**src/rtl/gcac_pkg.sv**
```systemverilog
`timescale 1ns / 1ps

package gcac_pkg;

  localparam int unsigned CFG_ADDR_W = 3;
  localparam int unsigned CFG_DATA_W = 32;
  localparam int unsigned IN_TDATA_W = 56;
  localparam int unsigned OUT_TDATA_W = 8;

  localparam logic [CFG_ADDR_W-1:0] REG_LIGHT_MODE      = 3'd0;
  localparam logic [CFG_ADDR_W-1:0] REG_PUMP_MODE       = 3'd1;
  localparam logic [CFG_ADDR_W-1:0] REG_FAN_MODE        = 3'd2;
  localparam logic [CFG_ADDR_W-1:0] REG_WATER_PERIOD_MS = 3'd3;
  localparam logic [CFG_ADDR_W-1:0] REG_WATER_FLOW_MS   = 3'd4;
  localparam logic [CFG_ADDR_W-1:0] REG_TARGET_HUMIDITY = 3'd5;
  localparam logic [CFG_ADDR_W-1:0] REG_LIGHT_ON_BELOW  = 3'd6;
  localparam logic [CFG_ADDR_W-1:0] REG_LIGHT_OFF_ABOVE = 3'd7;

  // light uses opposite encoding to pump and fan
  localparam logic [1:0] LIGHT_FORCE_OFF = 2'd1;
  localparam logic [1:0] LIGHT_FORCE_ON  = 2'd2;
  localparam logic [1:0] DRIVE_FORCE_ON  = 2'd1;
  localparam logic [1:0] DRIVE_FORCE_OFF = 2'd2;

  localparam logic [7:0] HUM_BAND = 8'd10;

  localparam logic [31:0] RST_WATER_PERIOD_MS = 32'd3600000;
  localparam logic [31:0] RST_WATER_FLOW_MS   = 32'd60000;
  localparam logic [6:0]  RST_TARGET_HUMIDITY = 7'd60;
  localparam logic [9:0]  RST_LIGHT_ON_BELOW  = 10'd400;
  localparam logic [9:0]  RST_LIGHT_OFF_ABOVE = 10'd700;
  localparam logic [31:0] RST_PUMP_LAST       = 32'd4294867296;

endpackage

```
**src/rtl/grow_chamber_actuator_control.sv**
```systemverilog
`timescale 1ns / 1ps

// grow chamber actuator control
// input stream: one word per sensor tick, in_tdata = time_ms [31:0],
//   light_level [41:32], humidity [48:42], upper bits zero
// output stream: one word per tick, out_tdata = lamp_on [0], pump_on [1],
//   fan_on [2], humidifier_toggle [3], humidifier_active [4]
// config: cfg_we writes cfg_wdata to register cfg_addr (0 light_mode,
//   1 pump_mode, 2 fan_mode, 3 water_period_ms, 4 water_flow_ms,
//   5 target_humidity, 6 light_on_below, 7 light_off_above); write only
//   while no word is in flight
// throughput: one word per cycle while out_tready is high; an input register and a result register
//   with compare/subtract logic between them
// the controller state (lamp, pump timer, humidifier) updates when a word
//   moves into the result register
// reset: registers take their default values, pump timer starts at -100000
// stall: while out_tready is low the result holds and one more input word
//   is taken into the input register if it is empty, then in_tready drops
module grow_chamber_actuator_control (
  input  logic                               clk,
  input  logic                               rst_n,
  input  logic                               in_tvalid,
  output logic                               in_tready,
  input  logic [gcac_pkg::IN_TDATA_W-1:0]    in_tdata,   // time_ms, light_level, humidity
  output logic                               out_tvalid,
  input  logic                               out_tready,
  output logic [gcac_pkg::OUT_TDATA_W-1:0]   out_tdata,  // lamp_on, pump_on, fan_on,
                                                         // humidifier_toggle, humidifier_active
  input  logic                               cfg_we,
  input  logic [gcac_pkg::CFG_ADDR_W-1:0]    cfg_addr,
  input  logic [gcac_pkg::CFG_DATA_W-1:0]    cfg_wdata
);
  import gcac_pkg::*;

  logic [1:0]  light_mode_r, pump_mode_r, fan_mode_r;
  logic [31:0] water_period_r, water_flow_r;
  logic [6:0]  target_hum_r;
  logic [9:0]  on_below_r, off_above_r;

  logic        in_valid_r;
  logic [31:0] time_r;
  logic [9:0]  level_r;
  logic [6:0]  hum_r;

  logic        out_valid_r;
  logic [4:0]  res_r;

  logic        lamp_state_r, lamp_state_nxt;
  logic        pump_state_r, pump_state_nxt;
  logic [31:0] pump_last_r, pump_last_nxt;
  logic        hmd_state_r, hmd_state_nxt;
  logic [4:0]  res_nxt;

  logic        load;
  logic        lamp_out, pump_out, fan_out, toggle;
  logic [31:0] elapsed;
  logic [7:0]  hum_ext, tgt_ext;
  logic        hum_low;

  assign load      = in_valid_r && (!out_valid_r || out_tready);
  assign in_tready = !in_valid_r || load;

  assign out_tvalid = out_valid_r;
  assign out_tdata  = {3'b000, res_r};

  always_ff @(posedge clk) begin
    if (!rst_n) begin
      light_mode_r   <= 2'd0;
      pump_mode_r    <= 2'd0;
      fan_mode_r     <= 2'd0;
      water_period_r <= RST_WATER_PERIOD_MS;
      water_flow_r   <= RST_WATER_FLOW_MS;
      target_hum_r   <= RST_TARGET_HUMIDITY;
      on_below_r     <= RST_LIGHT_ON_BELOW;
      off_above_r    <= RST_LIGHT_OFF_ABOVE;
    end else if (cfg_we) begin
      case (cfg_addr)
        REG_LIGHT_MODE:      light_mode_r   <= cfg_wdata[1:0];
        REG_PUMP_MODE:       pump_mode_r    <= cfg_wdata[1:0];
        REG_FAN_MODE:        fan_mode_r     <= cfg_wdata[1:0];
        REG_WATER_PERIOD_MS: water_period_r <= cfg_wdata[31:0];
        REG_WATER_FLOW_MS:   water_flow_r   <= cfg_wdata[31:0];
        REG_TARGET_HUMIDITY: target_hum_r   <= cfg_wdata[6:0];
        REG_LIGHT_ON_BELOW:  on_below_r     <= cfg_wdata[9:0];
        REG_LIGHT_OFF_ABOVE: off_above_r    <= cfg_wdata[9:0];
        default: ;
      endcase
    end
  end

  // input register
  always_ff @(posedge clk) begin
    if (!rst_n) begin
      in_valid_r <= 1'b0;
    end else if (in_tready) begin
      in_valid_r <= in_tvalid;
    end
  end

  always_ff @(posedge clk) begin
    if (in_tready && in_tvalid) begin
      time_r  <= in_tdata[31:0];
      level_r <= in_tdata[41:32];
      hum_r   <= in_tdata[48:42];
    end
  end

  always_comb begin
    lamp_state_nxt = lamp_state_r;
    pump_state_nxt = pump_state_r;
    pump_last_nxt  = pump_last_r;
    elapsed        = time_r - pump_last_r;

    case (light_mode_r)
      LIGHT_FORCE_OFF: lamp_out = 1'b0;
      LIGHT_FORCE_ON:  lamp_out = 1'b1;
      default: begin
        if (level_r > off_above_r) begin
          lamp_state_nxt = 1'b0;
        end else if (level_r < on_below_r) begin
          lamp_state_nxt = 1'b1;
        end
        lamp_out = lamp_state_nxt;
      end
    endcase

    case (pump_mode_r)
      DRIVE_FORCE_ON:  pump_out = 1'b1;
      DRIVE_FORCE_OFF: pump_out = 1'b0;
      default: begin
        if (!pump_state_r && elapsed >= water_period_r) begin
          pump_state_nxt = 1'b1;
          pump_last_nxt  = time_r;
        end else if (pump_state_r && elapsed >= water_flow_r) begin
          pump_state_nxt = 1'b0;
          pump_last_nxt  = time_r;
        end
        pump_out = pump_state_nxt;
      end
    endcase

    hum_ext = {1'b0, hum_r};
    tgt_ext = {1'b0, target_hum_r};

    case (fan_mode_r)
      DRIVE_FORCE_ON:  fan_out = 1'b1;
      DRIVE_FORCE_OFF: fan_out = 1'b0;
      default:         fan_out = hum_ext > (tgt_ext + HUM_BAND);
    endcase

    // humidity below target - 10, never true for a setpoint under 10
    hum_low       = (hum_ext + HUM_BAND) < tgt_ext;
    hmd_state_nxt = hum_low;
    toggle        = hum_low != hmd_state_r;

    res_nxt = {hmd_state_nxt, toggle, fan_out, pump_out, lamp_out};
  end

  // result register and controller state
  always_ff @(posedge clk) begin
    if (!rst_n) begin
      out_valid_r  <= 1'b0;
      lamp_state_r <= 1'b0;
      pump_state_r <= 1'b0;
      pump_last_r  <= RST_PUMP_LAST;
      hmd_state_r  <= 1'b0;
    end else begin
      if (load) begin
        out_valid_r  <= 1'b1;
        lamp_state_r <= lamp_state_nxt;
        pump_state_r <= pump_state_nxt;
        pump_last_r  <= pump_last_nxt;
        hmd_state_r  <= hmd_state_nxt;
      end else if (out_tready) begin
        out_valid_r <= 1'b0;
      end
    end
  end

  always_ff @(posedge clk) begin
    if (load) begin
      res_r <= res_nxt;
    end
  end

  a_toggle_marks_change: assert property (@(posedge clk) disable iff (!rst_n)
    load |=> (res_r[3] == ($past(hmd_state_r) != hmd_state_r)))
    else $error("humidifier toggle does not match state change");

  a_pump_timer_frozen: assert property (@(posedge clk) disable iff (!rst_n)
    (load && (pump_mode_r == DRIVE_FORCE_ON || pump_mode_r == DRIVE_FORCE_OFF))
    |=> ($stable(pump_last_r) && $stable(pump_state_r)))
    else $error("pump timer moved while pump forced");

  a_lamp_forced_off: assert property (@(posedge clk) disable iff (!rst_n)
    (load && light_mode_r == LIGHT_FORCE_OFF) |=> !res_r[0])
    else $error("lamp on while forced off");

  a_ready_when_empty: assert property (@(posedge clk) disable iff (!rst_n)
    !out_valid_r |-> in_tready)
    else $error("input stalled with empty result register");

endmodule
```
**config.mk**
```make
export PLATFORM = sky130hd
export DESIGN_NAME = grow_chamber_actuator_control
export DESIGN_NICKNAME = d
export VERILOG_FILES = /design/src/rtl/gcac_pkg.sv /design/src/rtl/grow_chamber_actuator_control.sv
export SDC_FILE = /design/constraint.sdc
export NUM_CORES = 1
export LEC_CHECK = 0
export BUFFER_PORTS_ARGS = -buffer_cell sky130_fd_sc_hd__buf_2
export CAP_MARGIN = 30
export CORE_MARGIN = 2
export CORE_UTILIZATION = 50
export CTS_CLUSTER_SIZE = 25
export DETAILED_ROUTE_END_ITERATION = 8
export GPL_TIMING_DRIVEN = 0
export PLACE_DENSITY = 0.7
export SYNTH_ARGS = -nofsm -noshare
export SYNTH_HDL_FRONTEND = slang
export SYNTH_SLANG_ARGS = --single-unit
```
**constraint.sdc**
```tcl
create_clock -name clk -period 4.85 [get_ports clk]
set_input_delay 0.485 -clock clk [delete_from_list [all_inputs] [get_ports clk]]
set_output_delay 0.485 -clock clk [all_outputs]
set_load 0.05 [all_outputs]
```
==> run metrics <==
outcome=completed; crit-path max cell delay=0.57 ns; area growth from synthesis to layout=15.4%; synth top area cells=dfxtp_1 24%, ha_1 15%, edfxtp_1 15%; Tot Pwr=0.00412 W; post-DP HPWL=19800 µm; die area=23200 µm²; worst skew pair latency=0.44 ns; Placed Area=11900 µm²; Synth cell types=59; Avg WL per Cell=16.2 µm; Chip Width=152 µm; Crit Path Class=flip-flop to flip-flop; Worst Path Max Fanout=7; final cell count without fillers=1634; synthesized area=11000 µm²; Post-synth EDFFs=54; Data arrival, critical path=5.11 ns; Crit path top cell by count=a21oi_1; GP Congestion=0.905; Final Cycle Share=97.7%; Setup crit end kind=flip-flop; Clock Skew=0.00995 ns; H-Tree Depth=4; WP buf/inv=2; Synth area leader=dfxtp_1; Max Buffers Root-to-Sink=2; first-pass GRT wire length=42200 µm; Final Hold Fails=0; CP top delay family=simple AND/OR/NAND/NOR gates; synthesized area per cell=9.05 µm²; CTS clk-pin slew, worst paths=0.08 ns; crit path launch type=flip-flop; Routed Antenna Nets=0; All-Layer GR Usage=22.6%; Post-Synthesis Cells=1217; Leakage Power=5.46 nW; crit-path cells=ha_4, a21oi_1, o211a_1, or4_4, a31oi_4, a21oi_1, a21oi_2, a21oi_1, xnor2_1, ha_1, nand4_1, or2_1, or4_4, o311ai_4, and3b_2, buf_12, clkbuf_16, mux2i_1; metal2 WL=12500 µm; CTS tree=yes; vias in the first global route=8430; gr ovfl total=0; maximum VDD drop=212 µV; max layer used=met4; core footprint=21800 µm²; initial antenna violation count=0; Final Max Slew Viols=0; DR DRC count=0; routed metal-1 wirelength=12500 µm; row cnt=54; Seq/Total Area, Yosys=39.1%; Inserted Clock Buffers=17; setup_tns=0 ns; fmax=211 MHz; Fin Hold WS=0.211 ns; Worst Hold Class=primary input to flip-flop; clock root buffer=clkbuf_16; height of the die=152 µm; starting density of the core=50.6%; Max Cap Violations=0; slew margin rel.=51.2%; share of layout cells above drive strength 1=13.1%; Worst EP required=5.22 ns; pwr dens=324 nW/µm²; Post-synth top flop=dfxtp_1; slowest cell on the critical path=or4_4; top cell type's share of synthesized area=24.4%; met3 WL=1010 µm; Diodes inserted=0; pin count of the biggest net entering global routing=33; asr flop ratio synth=0%; Tmin final=4.74 ns; drt via density=5.36; flops & latches, synth=188; IO buf count=92; clk sinks=188; io pins=106; Placed Cells=1592; synth warn=0; DR vias=8765; Detailed Route WL=26400 µm; Iteration-0 DRC Markers=420; final setup fails=0; drt first pass iters=6; nets=1570; Tightest Pin Transition=0.731 ns; Post-Layout Inst Area=12700 µm²
[synthesized netlist by cell type, types with 2 or more instances]
cell       instances
a2111oi_0          2
a211o_1            3
a211oi_1           9
a21boi_0          23
a21boi_1          44
a21o_1            39
a21oi_1           50
a31oi_1            5
and2_1             2
and3b_1            2
and4_1             2
buf_12             3
buf_2              2
buf_4              3
clkbuf_1          37
dfxtp_1          134
edfxtp_1          54
ha_1             132
inv_1            137
mux2i_1           34
nand2_1          198
nand2b_1           8
nand3_1           10
nand4_1           18
nand4b_1           2
nor2_1            41
nor2b_1           56
nor3_1            10
o2111ai_1          5
o211a_1            2
o211ai_1          38
o21a_1            19
o21ai_0           16
o21ai_1           13
or2_1              2
or2_2              3
or4_1              2
xnor2_1           28
xor2_1             9
[worst paths after layout]
path | start | slack, ns | depth (start not counted) | to
max | time_r[7] | 0.11 | 18 | pump_last_r[18]
min | in_tdata[33] | 0.21 | 1 | level_r[1]
min reg2reg | water_period_r[22] | 0.45 | 2 | water_period_r[22]
max reg2reg | time_r[7] | 0.11 | 18 | pump_last_r[18]
[power by group]
group / total, W / internal, W / leakage [nW] / switching (W)
Combinational: 0.00101 / 0.000447 / 3.56 / 0.000565
Sequential: 0.00173 / 0.00169 / 1.62 / 0.0000397
Clock: 0.00138 / 0.000708 / 0.285 / 0.000673
Total: 0.00412 / 0.00285 / 5.46 / 0.00128
[cell usage in the layout (no fill, tap or decap), types with 4 or more instances in the layout]
cell type / instances
a21boi_0: 23
o21a_1: 19
buf_2: 94
a21o_1: 39
edfxtp_1: 54
nor3_1: 10
clkbuf_16: 21
nand3_1: 9
nand2_1: 198
nand4_1: 18
clkbuf_1: 37
inv_1: 136
nor2_1: 41
xnor2_1: 27
o2111ai_1: 4
a21boi_1: 43
buf_4: 10
nor2b_1: 56
inv_4: 4
buf_12: 5
nand2b_1: 8
xor2_1: 9
mux2i_1: 34
a31oi_1: 4
inv_8: 4
o211ai_1: 38
ha_1: 128
dfxtp_1: 134
a211oi_1: 6
o21ai_1: 11
a21oi_1: 47
o21ai_0: 16
[logic make-up after synthesis]
kind of cell / Yosys count / share of synthesized area, %
xor+xnor: 37 / 2.94
mux: 35 / 3.19
flops: 188 / 39.1
compound gates: 279 / 17.7
other cells: 1 / 0.0340
buf+inv: 183 / 6.87
fa+ha+maj: 133 / 15.2
simple gates: 361 / 15.1
[metal layers]
metal	GRT usage (%)	up-vias
met5	0	-
met4	6.39	0
met3	3.47	34
met2	38.1	168
met1	30.2	4145
li1	-	4418
[state kept, by name (all words and copies together), names as in the netlist]
| name | flops |
|---|---|
| pump_last_r | 32 |
| time_r | 32 |
| water_flow_r | 32 |
| water_period_r | 32 |
| level_r | 10 |
| off_above_r | 10 |
| on_below_r | 10 |
| hum_r | 7 |
| target_hum_r | 7 |
| res_r | 5 |
| fan_mode_r | 2 |
| light_mode_r | 2 |
| pump_mode_r | 2 |
| hmd_state_r | 1 |
| in_valid_r | 1 |
| lamp_state_r | 1 |
| out_tvalid | 1 |
| pump_state_r | 1 |
[metrics by stage]
step	util (%)	worst slack (ns)
after floorplan	-	0.562
after global placement	54.4	-0.124
after detailed placement	54.5	-0.175
after CTS	57.3	0.00723
after global routing	58.4	-0.0122
final	58.4	0.113
[final cells by class]
cell class              instances  area (µm²)
clock buffers                  18         450
plain buffers                  46         251
flip-flops and latches        188        4300
well taps                     280         350
fillers                      1956        9050
clock inverters                14         121
inverters                     137         514
repair buffers                103         608
multi-input cells             848        6110
[repair_timing]
item                                    4_1_cts  5_1_grt
buffers inserted                              0        7
hold buffers                                  0        0
gates resized for setup                      10       22
hold endpoints to repair                      0        0
cloned                                        0        3
pin swaps                                     0       16
endpoints found under the setup margin       32       32
No activity file was read; power rests on OpenSTA's default activity.
